## config.mk

```make
export PLATFORM = sky130hd
export DESIGN_NAME = cpu6502_address_mode_unit_flat
export DESIGN_NICKNAME = d
export VERILOG_FILES = /design/src/design/amu_pkg.sv /design/src/design/amu_cmd_if.sv /design/src/design/amu_rsp_if.sv /design/src/design/amu_step.sv /design/src/design/cpu6502_address_mode_unit.sv /design/src/flat_wrapper.sv
export VERILOG_INCLUDE_DIRS = /design/src /design/src/design
export SDC_FILE = /design/constraint.sdc
export NUM_CORES = 1
export LEC_CHECK = 0
export ABC_AREA = 1
export BUFFER_PORTS_ARGS = -buffer_cell sky130_fd_sc_hd__buf_2
export CORE_MARGIN = 2
export CORE_UTILIZATION = 25
export CTS_CLUSTER_DIAMETER = 40
export DETAILED_ROUTE_END_ITERATION = 10
export SLEW_MARGIN = 30
export SYNTH_ARGS = -nofsm -noshare
export SYNTH_HDL_FRONTEND = slang
export SYNTH_HIERARCHICAL = 1
export SYNTH_SLANG_ARGS = --single-unit
```

## constraint.sdc

```tcl
create_clock -name clk -period 4.7 [get_ports clk]
set_input_delay 0.94 -clock clk [delete_from_list [all_inputs] [get_ports clk]]
set_output_delay 0.94 -clock clk [all_outputs]
set_load 0.1 [all_outputs]
```

## src/design/cpu6502_address_mode_unit_macros.svh

```systemverilog
// ----------------------------------------------------------------------------
// Assertion macros for the 6502 addressing-mode unit
// Shared concurrent assertion forms, clocked on clk; AMU_ASSERT is gated by rst.
// ----------------------------------------------------------------------------
`ifndef CPU6502_ADDRESS_MODE_UNIT_MACROS_SVH
`define CPU6502_ADDRESS_MODE_UNIT_MACROS_SVH

// Property checked outside reset
`define AMU_ASSERT(label, prop, msg) \
  label: assert property (@(posedge clk) disable iff (rst) (prop)) else $error(msg);

// Property checked on every edge, reset included
`define AMU_ASSERT_ALWAYS(label, prop, msg) \
  label: assert property (@(posedge clk) (prop)) else $error(msg);

`endif

```

## src/design/amu_pkg.sv

```systemverilog
// ----------------------------------------------------------------------------
// amu_pkg
// Types, codes and result builders for the 6502 addressing-mode unit.
// ----------------------------------------------------------------------------
`default_nettype none

package amu_pkg;

  // Operation codes on the command channel
  localparam logic OP_START = 1'b0;
  localparam logic OP_DATA  = 1'b1;

  // Result kinds
  localparam logic KIND_REQUEST = 1'b0;
  localparam logic KIND_DONE    = 1'b1;

  // Addressing mode codes
  localparam logic [3:0] MODE_IMP = 4'd0;
  localparam logic [3:0] MODE_IMM = 4'd1;
  localparam logic [3:0] MODE_ZP0 = 4'd2;
  localparam logic [3:0] MODE_ZPX = 4'd3;
  localparam logic [3:0] MODE_ZPY = 4'd4;
  localparam logic [3:0] MODE_ABS = 4'd5;
  localparam logic [3:0] MODE_ABX = 4'd6;
  localparam logic [3:0] MODE_ABY = 4'd7;
  localparam logic [3:0] MODE_IND = 4'd8;
  localparam logic [3:0] MODE_IZX = 4'd9;
  localparam logic [3:0] MODE_IZY = 4'd10;
  localparam logic [3:0] MODE_REL = 4'd11;

  // Sequence steps
  localparam logic [1:0] STEP_0 = 2'd0;
  localparam logic [1:0] STEP_1 = 2'd1;
  localparam logic [1:0] STEP_2 = 2'd2;
  localparam logic [1:0] STEP_3 = 2'd3;

  localparam logic [7:0] LOW_LAST = 8'hFF;

  typedef struct packed {
    logic        operation;
    logic [3:0]  mode;
    logic [15:0] pc;
    logic [7:0]  x_index;
    logic [7:0]  y_index;
    logic [7:0]  accumulator;
    logic [7:0]  read_data;
  } amu_item_t;

  typedef struct packed {
    logic        kind;
    logic [15:0] bus_address;
    logic [15:0] effective_address;
    logic [15:0] relative_offset;
    logic [7:0]  fetched_value;
    logic [15:0] next_pc;
    logic        page_crossed;
  } amu_result_t;

  typedef struct packed {
    logic        busy;
    logic [3:0]  cur_mode;
    logic [1:0]  step;
    logic [15:0] saved_pc;
    logic [7:0]  saved_x;
    logic [7:0]  saved_y;
    logic [7:0]  addr_lo;
    logic [7:0]  addr_hi;
  } amu_state_t;

  function automatic amu_result_t amu_request(input logic [15:0] addr);
    amu_result_t r;
    r             = '0;
    r.kind        = KIND_REQUEST;
    r.bus_address = addr;
    return r;
  endfunction

  function automatic amu_result_t amu_done(input logic [15:0] ea,
                                           input logic [15:0] rel,
                                           input logic [7:0]  fv,
                                           input logic [15:0] npc,
                                           input logic        crossed);
    amu_result_t r;
    r                   = '0;
    r.kind              = KIND_DONE;
    r.effective_address = ea;
    r.relative_offset   = rel;
    r.fetched_value     = fv;
    r.next_pc           = npc;
    r.page_crossed      = crossed;
    return r;
  endfunction

endpackage

`default_nettype wire

```

## src/design/amu_cmd_if.sv

```systemverilog
// ----------------------------------------------------------------------------
// amu_cmd_if
// Command channel: start items and returned bus read data.
// ----------------------------------------------------------------------------
`default_nettype none

interface amu_cmd_if;
  logic        valid;
  logic        ready;
  logic        operation;
  logic [3:0]  mode;
  logic [15:0] pc;
  logic [7:0]  x_index;
  logic [7:0]  y_index;
  logic [7:0]  accumulator;
  logic [7:0]  read_data;

  modport source (
    output valid, operation, mode, pc, x_index, y_index, accumulator, read_data,
    input  ready
  );
  modport sink (
    input  valid, operation, mode, pc, x_index, y_index, accumulator, read_data,
    output ready
  );
endinterface

`default_nettype wire

```

## src/design/amu_rsp_if.sv

```systemverilog
// ----------------------------------------------------------------------------
// amu_rsp_if
// Result channel: bus read requests and addressing-done results.
// ----------------------------------------------------------------------------
`default_nettype none

interface amu_rsp_if;
  logic        valid;
  logic        ready;
  logic        kind;
  logic [15:0] bus_address;
  logic [15:0] effective_address;
  logic [15:0] relative_offset;
  logic [7:0]  fetched_value;
  logic [15:0] next_pc;
  logic        page_crossed;

  modport source (
    output valid, kind, bus_address, effective_address, relative_offset,
           fetched_value, next_pc, page_crossed,
    input  ready
  );
  modport sink (
    input  valid, kind, bus_address, effective_address, relative_offset,
           fetched_value, next_pc, page_crossed,
    output ready
  );
endinterface

`default_nettype wire

```

## src/design/amu_step.sv

```systemverilog
// ----------------------------------------------------------------------------
// amu_step
// One sequencer step: next state and optional result for one transaction.
// ----------------------------------------------------------------------------
`default_nettype none

module amu_step (
  input  amu_pkg::amu_item_t   item,
  input  amu_pkg::amu_state_t  st,
  output amu_pkg::amu_state_t  st_next,
  output logic                 res_valid,
  output amu_pkg::amu_result_t res
);

  logic [15:0] pc_inc;
  logic [7:0]  d;
  logic [15:0] base;
  logic [15:0] idx_sum;
  logic [7:0]  idx;
  logic [15:0] ptr_inc;
  logic [15:0] izy_sum;

  // Shared address arithmetic
  always_comb begin
    d       = item.read_data;
    pc_inc  = st.saved_pc + 16'd1;
    base    = {d, st.addr_lo};
    idx     = (st.cur_mode == amu_pkg::MODE_ABX) ? st.saved_x : st.saved_y;
    idx_sum = base + {8'h00, idx};
    ptr_inc = {st.addr_hi, st.addr_lo} + 16'd1;
    izy_sum = base + {8'h00, st.saved_y};
  end

  // Decode the transaction against the current sequence
  always_comb begin
    st_next   = st;
    res_valid = 1'b0;
    res       = '0;
    if (item.operation == amu_pkg::OP_START) begin
      st_next.busy = 1'b0;
      st_next.step = amu_pkg::STEP_0;
      res_valid    = 1'b1;
      if (item.mode == amu_pkg::MODE_IMM) begin
        res = amu_pkg::amu_done(item.pc, 16'h0000, 8'h00, item.pc + 16'd1, 1'b0);
      end else if (item.mode > amu_pkg::MODE_REL || item.mode == amu_pkg::MODE_IMP) begin
        res = amu_pkg::amu_done(16'h0000, 16'h0000, item.accumulator, item.pc, 1'b0);
      end else begin
        st_next.busy     = 1'b1;
        st_next.cur_mode = item.mode;
        st_next.saved_pc = item.pc;
        st_next.saved_x  = item.x_index;
        st_next.saved_y  = item.y_index;
        res              = amu_pkg::amu_request(item.pc);
      end
    end else if (st.busy) begin
      res_valid = 1'b1;
      unique case (st.cur_mode) inside
        amu_pkg::MODE_ZP0: begin
          st_next.saved_pc = pc_inc;
          res = amu_pkg::amu_done({8'h00, d}, 16'h0000, 8'h00, pc_inc, 1'b0);
        end
        amu_pkg::MODE_ZPX: begin
          st_next.saved_pc = pc_inc;
          res = amu_pkg::amu_done({8'h00, d + st.saved_x}, 16'h0000, 8'h00, pc_inc,
                                  1'b0);
        end
        amu_pkg::MODE_ZPY: begin
          st_next.saved_pc = pc_inc;
          res = amu_pkg::amu_done({8'h00, d + st.saved_y}, 16'h0000, 8'h00, pc_inc,
                                  1'b0);
        end
        amu_pkg::MODE_REL: begin
          st_next.saved_pc = pc_inc;
          res = amu_pkg::amu_done(16'h0000, {{8{d[7]}}, d}, 8'h00, pc_inc, 1'b0);
        end
        amu_pkg::MODE_ABS, amu_pkg::MODE_ABX, amu_pkg::MODE_ABY: begin
          st_next.saved_pc = pc_inc;
          if (st.step == amu_pkg::STEP_0) begin
            st_next.addr_lo = d;
            st_next.step    = amu_pkg::STEP_1;
            res             = amu_pkg::amu_request(pc_inc);
          end else begin
            st_next.addr_hi = d;
            if (st.cur_mode == amu_pkg::MODE_ABS) begin
              res = amu_pkg::amu_done(base, 16'h0000, 8'h00, pc_inc, 1'b0);
            end else begin
              res = amu_pkg::amu_done(idx_sum, 16'h0000, 8'h00, pc_inc,
                                      idx_sum[15:8] != d);
            end
          end
        end
        amu_pkg::MODE_IND: begin
          if (st.step == amu_pkg::STEP_0) begin
            st_next.saved_pc = pc_inc;
            st_next.addr_lo  = d;
            st_next.step     = amu_pkg::STEP_1;
            res              = amu_pkg::amu_request(pc_inc);
          end else if (st.step == amu_pkg::STEP_1) begin
            st_next.saved_pc = pc_inc;
            st_next.addr_hi  = d;
            st_next.step     = amu_pkg::STEP_2;
            res              = amu_pkg::amu_request({d, st.addr_lo});
          end else if (st.step == amu_pkg::STEP_2) begin
            // Pointer high byte comes from the same page on a page-end pointer
            st_next.addr_lo = d;
            st_next.step    = amu_pkg::STEP_3;
            if (st.addr_lo == amu_pkg::LOW_LAST) begin
              res = amu_pkg::amu_request({st.addr_hi, 8'h00});
            end else begin
              res = amu_pkg::amu_request(ptr_inc);
            end
          end else begin
            res = amu_pkg::amu_done(base, 16'h0000, 8'h00, st.saved_pc, 1'b0);
          end
        end
        amu_pkg::MODE_IZX: begin
          if (st.step == amu_pkg::STEP_0) begin
            st_next.saved_pc = pc_inc;
            st_next.addr_lo  = d;
            st_next.step     = amu_pkg::STEP_1;
            res              = amu_pkg::amu_request({8'h00, d + st.saved_x});
          end else if (st.step == amu_pkg::STEP_1) begin
            st_next.addr_lo = d;
            st_next.step    = amu_pkg::STEP_2;
            res = amu_pkg::amu_request({8'h00, st.addr_lo + st.saved_x + 8'd1});
          end else begin
            res = amu_pkg::amu_done(base, 16'h0000, 8'h00, st.saved_pc, 1'b0);
          end
        end
        amu_pkg::MODE_IZY: begin
          if (st.step == amu_pkg::STEP_0) begin
            st_next.saved_pc = pc_inc;
            st_next.addr_lo  = d;
            st_next.step     = amu_pkg::STEP_1;
            res              = amu_pkg::amu_request({8'h00, d});
          end else if (st.step == amu_pkg::STEP_1) begin
            st_next.addr_lo = d;
            st_next.step    = amu_pkg::STEP_2;
            res             = amu_pkg::amu_request({8'h00, st.addr_lo + 8'd1});
          end else begin
            res = amu_pkg::amu_done(izy_sum, 16'h0000, 8'h00, st.saved_pc,
                                    izy_sum[15:8] != d);
          end
        end
        default: begin
          res_valid = 1'b0;
        end
      endcase
      // A done result closes the sequence
      if (res_valid && res.kind == amu_pkg::KIND_DONE) begin
        st_next.busy = 1'b0;
        st_next.step = amu_pkg::STEP_0;
      end
      if (!res_valid) begin
        st_next.busy = 1'b0;
        st_next.step = amu_pkg::STEP_0;
      end
    end
  end

endmodule

`default_nettype wire

```

## src/design/cpu6502_address_mode_unit.sv

```systemverilog
// Path: a command transaction lands in the input register; the result register
//   then loads the sequencer result and offers it until the result channel takes it.
// Throughput: one command transaction per cycle unless a held result stalls the
//   input stage; the sequencer step between the two registers is a short add and
//   mux, so the result register alone paces it.
// Reset: synchronous rst clears both stage valids and the sequencer state.
// ----------------------------------------------------------------------------
// cpu6502_address_mode_unit
// 6502 addressing-mode sequencer: issues operand and pointer reads and
// returns the resolved effective address.
// ----------------------------------------------------------------------------
`default_nettype none

module cpu6502_address_mode_unit (
  input  wire logic clk,
  input  wire logic rst,
  amu_cmd_if.sink   cmd,
  amu_rsp_if.source rsp
);

  logic                 s1_valid;
  amu_pkg::amu_item_t   s1_item;
  amu_pkg::amu_item_t   cmd_item;
  logic                 s1_adv;
  amu_pkg::amu_state_t  st;
  amu_pkg::amu_state_t  st_next;
  logic                 res_valid;
  amu_pkg::amu_result_t res;
  logic                 out_valid;
  amu_pkg::amu_result_t out_res;
  logic                 st_step3;
  logic                 st_ind;
  logic                 st_mode_ok;
  logic                 all_idle;

  // Gather the command payload
  always_comb begin
    cmd_item.operation   = cmd.operation;
    cmd_item.mode        = cmd.mode;
    cmd_item.pc          = cmd.pc;
    cmd_item.x_index     = cmd.x_index;
    cmd_item.y_index     = cmd.y_index;
    cmd_item.accumulator = cmd.accumulator;
    cmd_item.read_data   = cmd.read_data;
  end

  amu_step u_step (
    .item      (s1_item),
    .st        (st),
    .st_next   (st_next),
    .res_valid (res_valid),
    .res       (res)
  );

  // Advance the input stage when it yields no result or its result has somewhere to go
  assign s1_adv    = !res_valid || !out_valid || rsp.ready;
  assign cmd.ready = !s1_valid || s1_adv;

  // Input register
  always_ff @(posedge clk) begin
    if (rst) begin
      s1_valid <= 1'b0;
    end else if (cmd.ready) begin
      s1_valid <= cmd.valid;
    end
    if (cmd.ready && cmd.valid) begin
      s1_item <= cmd_item;
    end
  end

  // Sequencer state
  always_ff @(posedge clk) begin
    if (rst) begin
      st <= '0;
    end else if (s1_valid && s1_adv) begin
      st <= st_next;
    end
  end

  // Result register
  always_ff @(posedge clk) begin
    if (rst) begin
      out_valid <= 1'b0;
    end else if (s1_valid && s1_adv && res_valid) begin
      out_valid <= 1'b1;
    end else if (rsp.ready) begin
      out_valid <= 1'b0;
    end
    if (s1_valid && s1_adv && res_valid) begin
      out_res <= res;
    end
  end

  assign rsp.valid             = out_valid;
  assign rsp.kind              = out_res.kind;
  assign rsp.bus_address       = out_res.bus_address;
  assign rsp.effective_address = out_res.effective_address;
  assign rsp.relative_offset   = out_res.relative_offset;
  assign rsp.fetched_value     = out_res.fetched_value;
  assign rsp.next_pc           = out_res.next_pc;
  assign rsp.page_crossed      = out_res.page_crossed;

  // Terms for the checks below
  assign st_step3   = (st.step == amu_pkg::STEP_3);
  assign st_ind     = (st.cur_mode == amu_pkg::MODE_IND);
  assign st_mode_ok = (st.cur_mode >= amu_pkg::MODE_ZP0) &&
                      (st.cur_mode <= amu_pkg::MODE_REL);
  assign all_idle   = !st.busy && !out_valid && !s1_valid;

`include "cpu6502_address_mode_unit_macros.svh"

  `AMU_ASSERT(a_step_needs_busy, (st.step != amu_pkg::STEP_0) |-> st.busy, "step set while idle")
  `AMU_ASSERT(a_step3_is_ind, st_step3 |-> st_ind, "step 3 outside IND")
  `AMU_ASSERT(a_busy_mode, st.busy |-> st_mode_ok, "busy with a non-sequenced mode")
  `AMU_ASSERT(a_s1_hold, (s1_valid && !s1_adv) |=> (s1_valid && $stable(s1_item)), "item lost")
  `AMU_ASSERT_ALWAYS(a_reset_idle, $past(rst) |-> all_idle, "not idle after reset")

endmodule

`default_nettype wire

```

## src/flat_wrapper.sv

```systemverilog
// flat-port wrapper written by rule: the top's interface ports become plain ports
module cpu6502_address_mode_unit_flat 
  (clk, rst, cmd_valid, cmd_operation, cmd_mode, cmd_pc, cmd_x_index, cmd_y_index, cmd_accumulator, cmd_read_data, cmd_ready, rsp_valid, rsp_kind, rsp_bus_address, rsp_effective_address, rsp_relative_offset, rsp_fetched_value, rsp_next_pc, rsp_page_crossed, rsp_ready);
  amu_cmd_if cmd_i ();
  amu_rsp_if rsp_i ();
  input  wire logic clk;
  input  wire logic rst;
  input wire logic [$bits(cmd_i.valid)-1:0] cmd_valid;
  input wire logic [$bits(cmd_i.operation)-1:0] cmd_operation;
  input wire logic [$bits(cmd_i.mode)-1:0] cmd_mode;
  input wire logic [$bits(cmd_i.pc)-1:0] cmd_pc;
  input wire logic [$bits(cmd_i.x_index)-1:0] cmd_x_index;
  input wire logic [$bits(cmd_i.y_index)-1:0] cmd_y_index;
  input wire logic [$bits(cmd_i.accumulator)-1:0] cmd_accumulator;
  input wire logic [$bits(cmd_i.read_data)-1:0] cmd_read_data;
  output wire logic [$bits(cmd_i.ready)-1:0] cmd_ready;
  output wire logic [$bits(rsp_i.valid)-1:0] rsp_valid;
  output wire logic [$bits(rsp_i.kind)-1:0] rsp_kind;
  output wire logic [$bits(rsp_i.bus_address)-1:0] rsp_bus_address;
  output wire logic [$bits(rsp_i.effective_address)-1:0] rsp_effective_address;
  output wire logic [$bits(rsp_i.relative_offset)-1:0] rsp_relative_offset;
  output wire logic [$bits(rsp_i.fetched_value)-1:0] rsp_fetched_value;
  output wire logic [$bits(rsp_i.next_pc)-1:0] rsp_next_pc;
  output wire logic [$bits(rsp_i.page_crossed)-1:0] rsp_page_crossed;
  input wire logic [$bits(rsp_i.ready)-1:0] rsp_ready;
  assign cmd_i.valid = cmd_valid;
  assign cmd_i.operation = cmd_operation;
  assign cmd_i.mode = cmd_mode;
  assign cmd_i.pc = cmd_pc;
  assign cmd_i.x_index = cmd_x_index;
  assign cmd_i.y_index = cmd_y_index;
  assign cmd_i.accumulator = cmd_accumulator;
  assign cmd_i.read_data = cmd_read_data;
  assign cmd_ready = cmd_i.ready;
  assign rsp_valid = rsp_i.valid;
  assign rsp_kind = rsp_i.kind;
  assign rsp_bus_address = rsp_i.bus_address;
  assign rsp_effective_address = rsp_i.effective_address;
  assign rsp_relative_offset = rsp_i.relative_offset;
  assign rsp_fetched_value = rsp_i.fetched_value;
  assign rsp_next_pc = rsp_i.next_pc;
  assign rsp_page_crossed = rsp_i.page_crossed;
  assign rsp_i.ready = rsp_ready;
  cpu6502_address_mode_unit u_core (.clk(clk), .rst(rst), .cmd(cmd_i), .rsp(rsp_i));
endmodule
```

==> results.md <==
- Status: complete, no violations
- Synth Area in Adders: 5.33%
- Setup_tns: 0 ns
- Critical Path Sink: cmd_ready
- Drt wl/cell: between 15 and 20 um
- Post-Synth Simple-Gate Area: 33.1%
- Worst slew margin: 37.5%
- CP startpoint: u_core/st[52]$_SDFFE_PP0P_
- Max-slew violations: 0
- Worst Path Required: about 3.8 ns
- Post-synth net total: between 2k and 2.5k
- Initial antenna violation count: 3
- TritonCTS clock tree: yes
- Worst setup EP type: output port
- Worst EP arrival: roughly 3.2 ns
- Period utilization: between 80 and 90%
- Area contributors post-synth: edfxtp_1 28%, nand2_1 17%, dfxtp_1 8.2%
- First-pass GRT wire length: 80200 um
- Mean post-synth cell area: between 6 and 7 um^2
- Post-CTS Setup Repair Bufs: 0
- Synth cell types: 51
- Starting density of the core: between 20% and 30%
- Top delay family on crit path: simple AND/OR/NAND/NOR gates
- MaxCap Viol Count: 0
- Synthesized area: about 14000 um^2
- Grt ovf: 0
- RSZ-0062 raised after global routing: no
- Hold crit path type: flip-flop to flip-flop
- Critical path's most frequent cell: nand2_1
- Final nets: around 2.3k
- WP depth: 9
- PD cells: 284 nW/um^2
- Die Ht: 239 um
- R2R Setup Slk: slightly below 1 ns
- Post-DP HPWL: ~40000 um
- Post-synthesis sequential area ratio: 35.7%
- CP startpoint kind: flip-flop
- Clk root buf: clkbuf_16
- Number of synthesized flops with an enable pin: ~130
- Post-synth top area cell: edfxtp_1
- Top FF cell, synth: edfxtp_1
- IO Pins: around 130
- Layout cells sized above 1: 10.4%
- Worst R2R End: u_core/rsp.page_crossed$_DFFE_PP_
- Finished Core Util: 28.7%
- Hold_buf cts: 0
- Clk sink count: approximately 180
- Mux cell area share after synthesis: 0.0812%
- Pin count of the biggest net entering global routing: ~70
- #FFs+latches synth: ~180
- Leak pwr: slightly below 0.007 uW
- Ordered cell list for the critical path: inv_2 -> nand2_1 -> nor2_1 -> nor2_2 -> nand2_1 -> o21ai_1 -> nand2_1 -> nand4_1 -> buf_2
- Die Width: 239 um
- DR pass1 iterations: 6
- FF-to-FF Start: u_core/st[52]$_SDFFE_PP0P_
- Design Power: 4490 uW
- Global placer's final weighted congestion: approximately 0.98
- Post-synth top area share: between 20% and 30%
- Worst Path Buf+Inv: 2
- Setup Skew: around 0.017 ns
- Area grow syn2layout: 13.9%
- Final hold violations: 0
- Critical path type: flip-flop to output port
- Post-route minimum period: 4.10 ns
- Vias: 14.5k
- Crit path max fanout: 8
- Later-pin clock latency in the skew report: around 0.5 ns
- Via/cell ratio: approximately 5.0
- Slowest CP cell: buf_2
- Yosys warning count: 6
- Fraction of synthesized cell area in xor and xnor cells: less than 1%
- Max clock buf depth: 2
- Iter 0 DRT Violations: 1928
- H-tree levels: 4
- Antenna-violating nets left: 0
- Rows: 86
- Largest family of logic cells by synthesized area: simple AND/OR/NAND/NOR gates
- Post-Syn Instances: 2052
- Core area: between 50000 and 60000 um^2
- WL final: ~53000 um
- Post-CTS resize count: 0
- Worst Tran Pin Value: between 0.9 and 1 ns
- Clock transition at path regs: roughly 0.08 ns
- Highest Clock Rate: approximately 0.24 GHz
- Vias in the first global route: 13.2k
- Tot GR Track Use: a little under a fifth
- VDD IR-drop max: ~190 uV
- Final setup viols: 0
- Depth of the most critical reg-to-reg path: 11
- Synth Area in Compound Gates: around 14%
- Async set-reset flop share out of synthesis: 0%
- Post-route DRC: 0
- # fillers: about 6.1k
- Slowest stage delay, CP: 0.48 ns
- Full die area: 57300 um^2
- Port Buffers: ~130
- CTS Buf Count: 17
## Yosys cell counts, drive strengths merged, types with 5 or more instances
master,count
o21ai,140
nand3,205
a22oi,6
dfxtp,57
nor3,21
clkinv,5
xnor2,9
edfxtp,127
inv,244
clkbuf,43
nand4,36
buf,48
a21oi,137
o22ai,32
fa,5
nand2,627
o211ai,20
xor2,6
nor2,198
ha,51
## cells in the final DEF (no fill, tap or decap), drive strengths merged, types with 2 or more instances in the layout
cell type,netlist,layout
nand2,627,627
dfxtp,57,57
xnor2,9,9
xor2,6,6
a221oi,2,2
clkinv,5,12
clkbuf,43,17
a22oi,6,6
ha,51,51
o32ai,2,2
a31oi,2,2
nor3,21,21
o2bb2ai,2,2
fa,5,5
inv,244,251
o21bai,3,3
o2111ai,4,4
o21a,3,3
edfxtp,127,127
and2,4,4
or2,3,3
nand3,205,205
nand3b,3,3
o22ai,32,32
a21oi,137,137
o211ai,20,20
nand4,36,36
buf,48,157
o21ai,140,140
nor2,198,198
## where the power goes
| group | internal [uW] | leakage [uW] | switching, uW |
|---|---|---|---|
| combinational | 272 | 0.00496 | 775 |
| clock | 760 | 0.000295 | 749 |
| sequential | 1820 | 0.00165 | 116 |
| total | 2850 | 0.00690 | 1640 |
## cell families after synthesis
group	after synthesis
flops	184
xor+xnor	15
simple gates	1097
fa+ha+maj	56
buf+inv	340
compound gates	359
mux	1
## registers in the layout, indices dropped and copies added (netlist names)
register                      count
u_core/rsp.kind                   1
u_core/rsp.next_pc               16
u_core/rsp.page_crossed           1
u_core/s1_valid                   1
u_core/s1_item                   53
u_core/st                        55
u_core/rsp.relative_offset       16
u_core/rsp.fetched_value          8
u_core/rsp.valid                  1
u_core/rsp.bus_address           16
u_core/rsp.effective_address     16
## how the worst min path moves through the flow
stage,end,cells after the start,startpoint
after global placement,u_core/st[24]$_SDFFE_PP0P_,2,u_core/st[24]$_SDFFE_PP0P_
after global routing,u_core/st[6]$_SDFFE_PP0P_,2,u_core/st[6]$_SDFFE_PP0P_
after CTS,u_core/st[24]$_SDFFE_PP0P_,2,u_core/st[24]$_SDFFE_PP0P_
final,u_core/st[24]$_SDFFE_PP0P_,2,u_core/st[24]$_SDFFE_PP0P_
after detailed placement,u_core/st[24]$_SDFFE_PP0P_,2,u_core/st[24]$_SDFFE_PP0P_
after floorplan,u_core/st[39]$_SDFFE_PP0P_,2,u_core/st[39]$_SDFFE_PP0P_
## final cells by class
cell class	count	area [um^2]	share of cell area, %
Sequential cell	184	4960	31.4
Tap cell	748	936	5.93
Inverter	249	935	5.92
Multi-Input combinational cell	1528	7480	47.4
Timing Repair Buffer	157	873	5.53
Clock buffer	17	425	2.69
Antenna cell	1	2.50	0.0158
Clock inverter	15	178	1.13
## metal layers
metal  share of wire, %  track usage (%)  vias to the layer above
met4                2.3             5.72                        4
met2                 45             29.0                      709
li1                   -                -                     6999
met3                8.7             3.93                       85
met5              0.051                0                        -
met1                 44             25.6                     6687
## through the flow
step           std cells  instance area [um^2]  setup slack [ns]  hold WS [ns]
6_report            2899                 15800             0.601         0.547
5_1_grt             2899                 15800             0.379         0.572
4_1_cts             2898                 15800             0.585         0.541
3_5_place_dp        2866                 15200              1.00         0.523
3_3_place_gp        2866                 15200              1.15         0.508
2_1_floorplan       2052                 13900             0.929         0.450
## worst register-to-register path, delay by kind of cell, from the launching register on
family | cells | cell delay (ns)
simple gates | 7 | 1.69
flops | 1 | 0.46
buf+inv | 3 | 0.91
compound gates | 1 | 0.34
No activity file was read; power rests on OpenSTA's default activity.
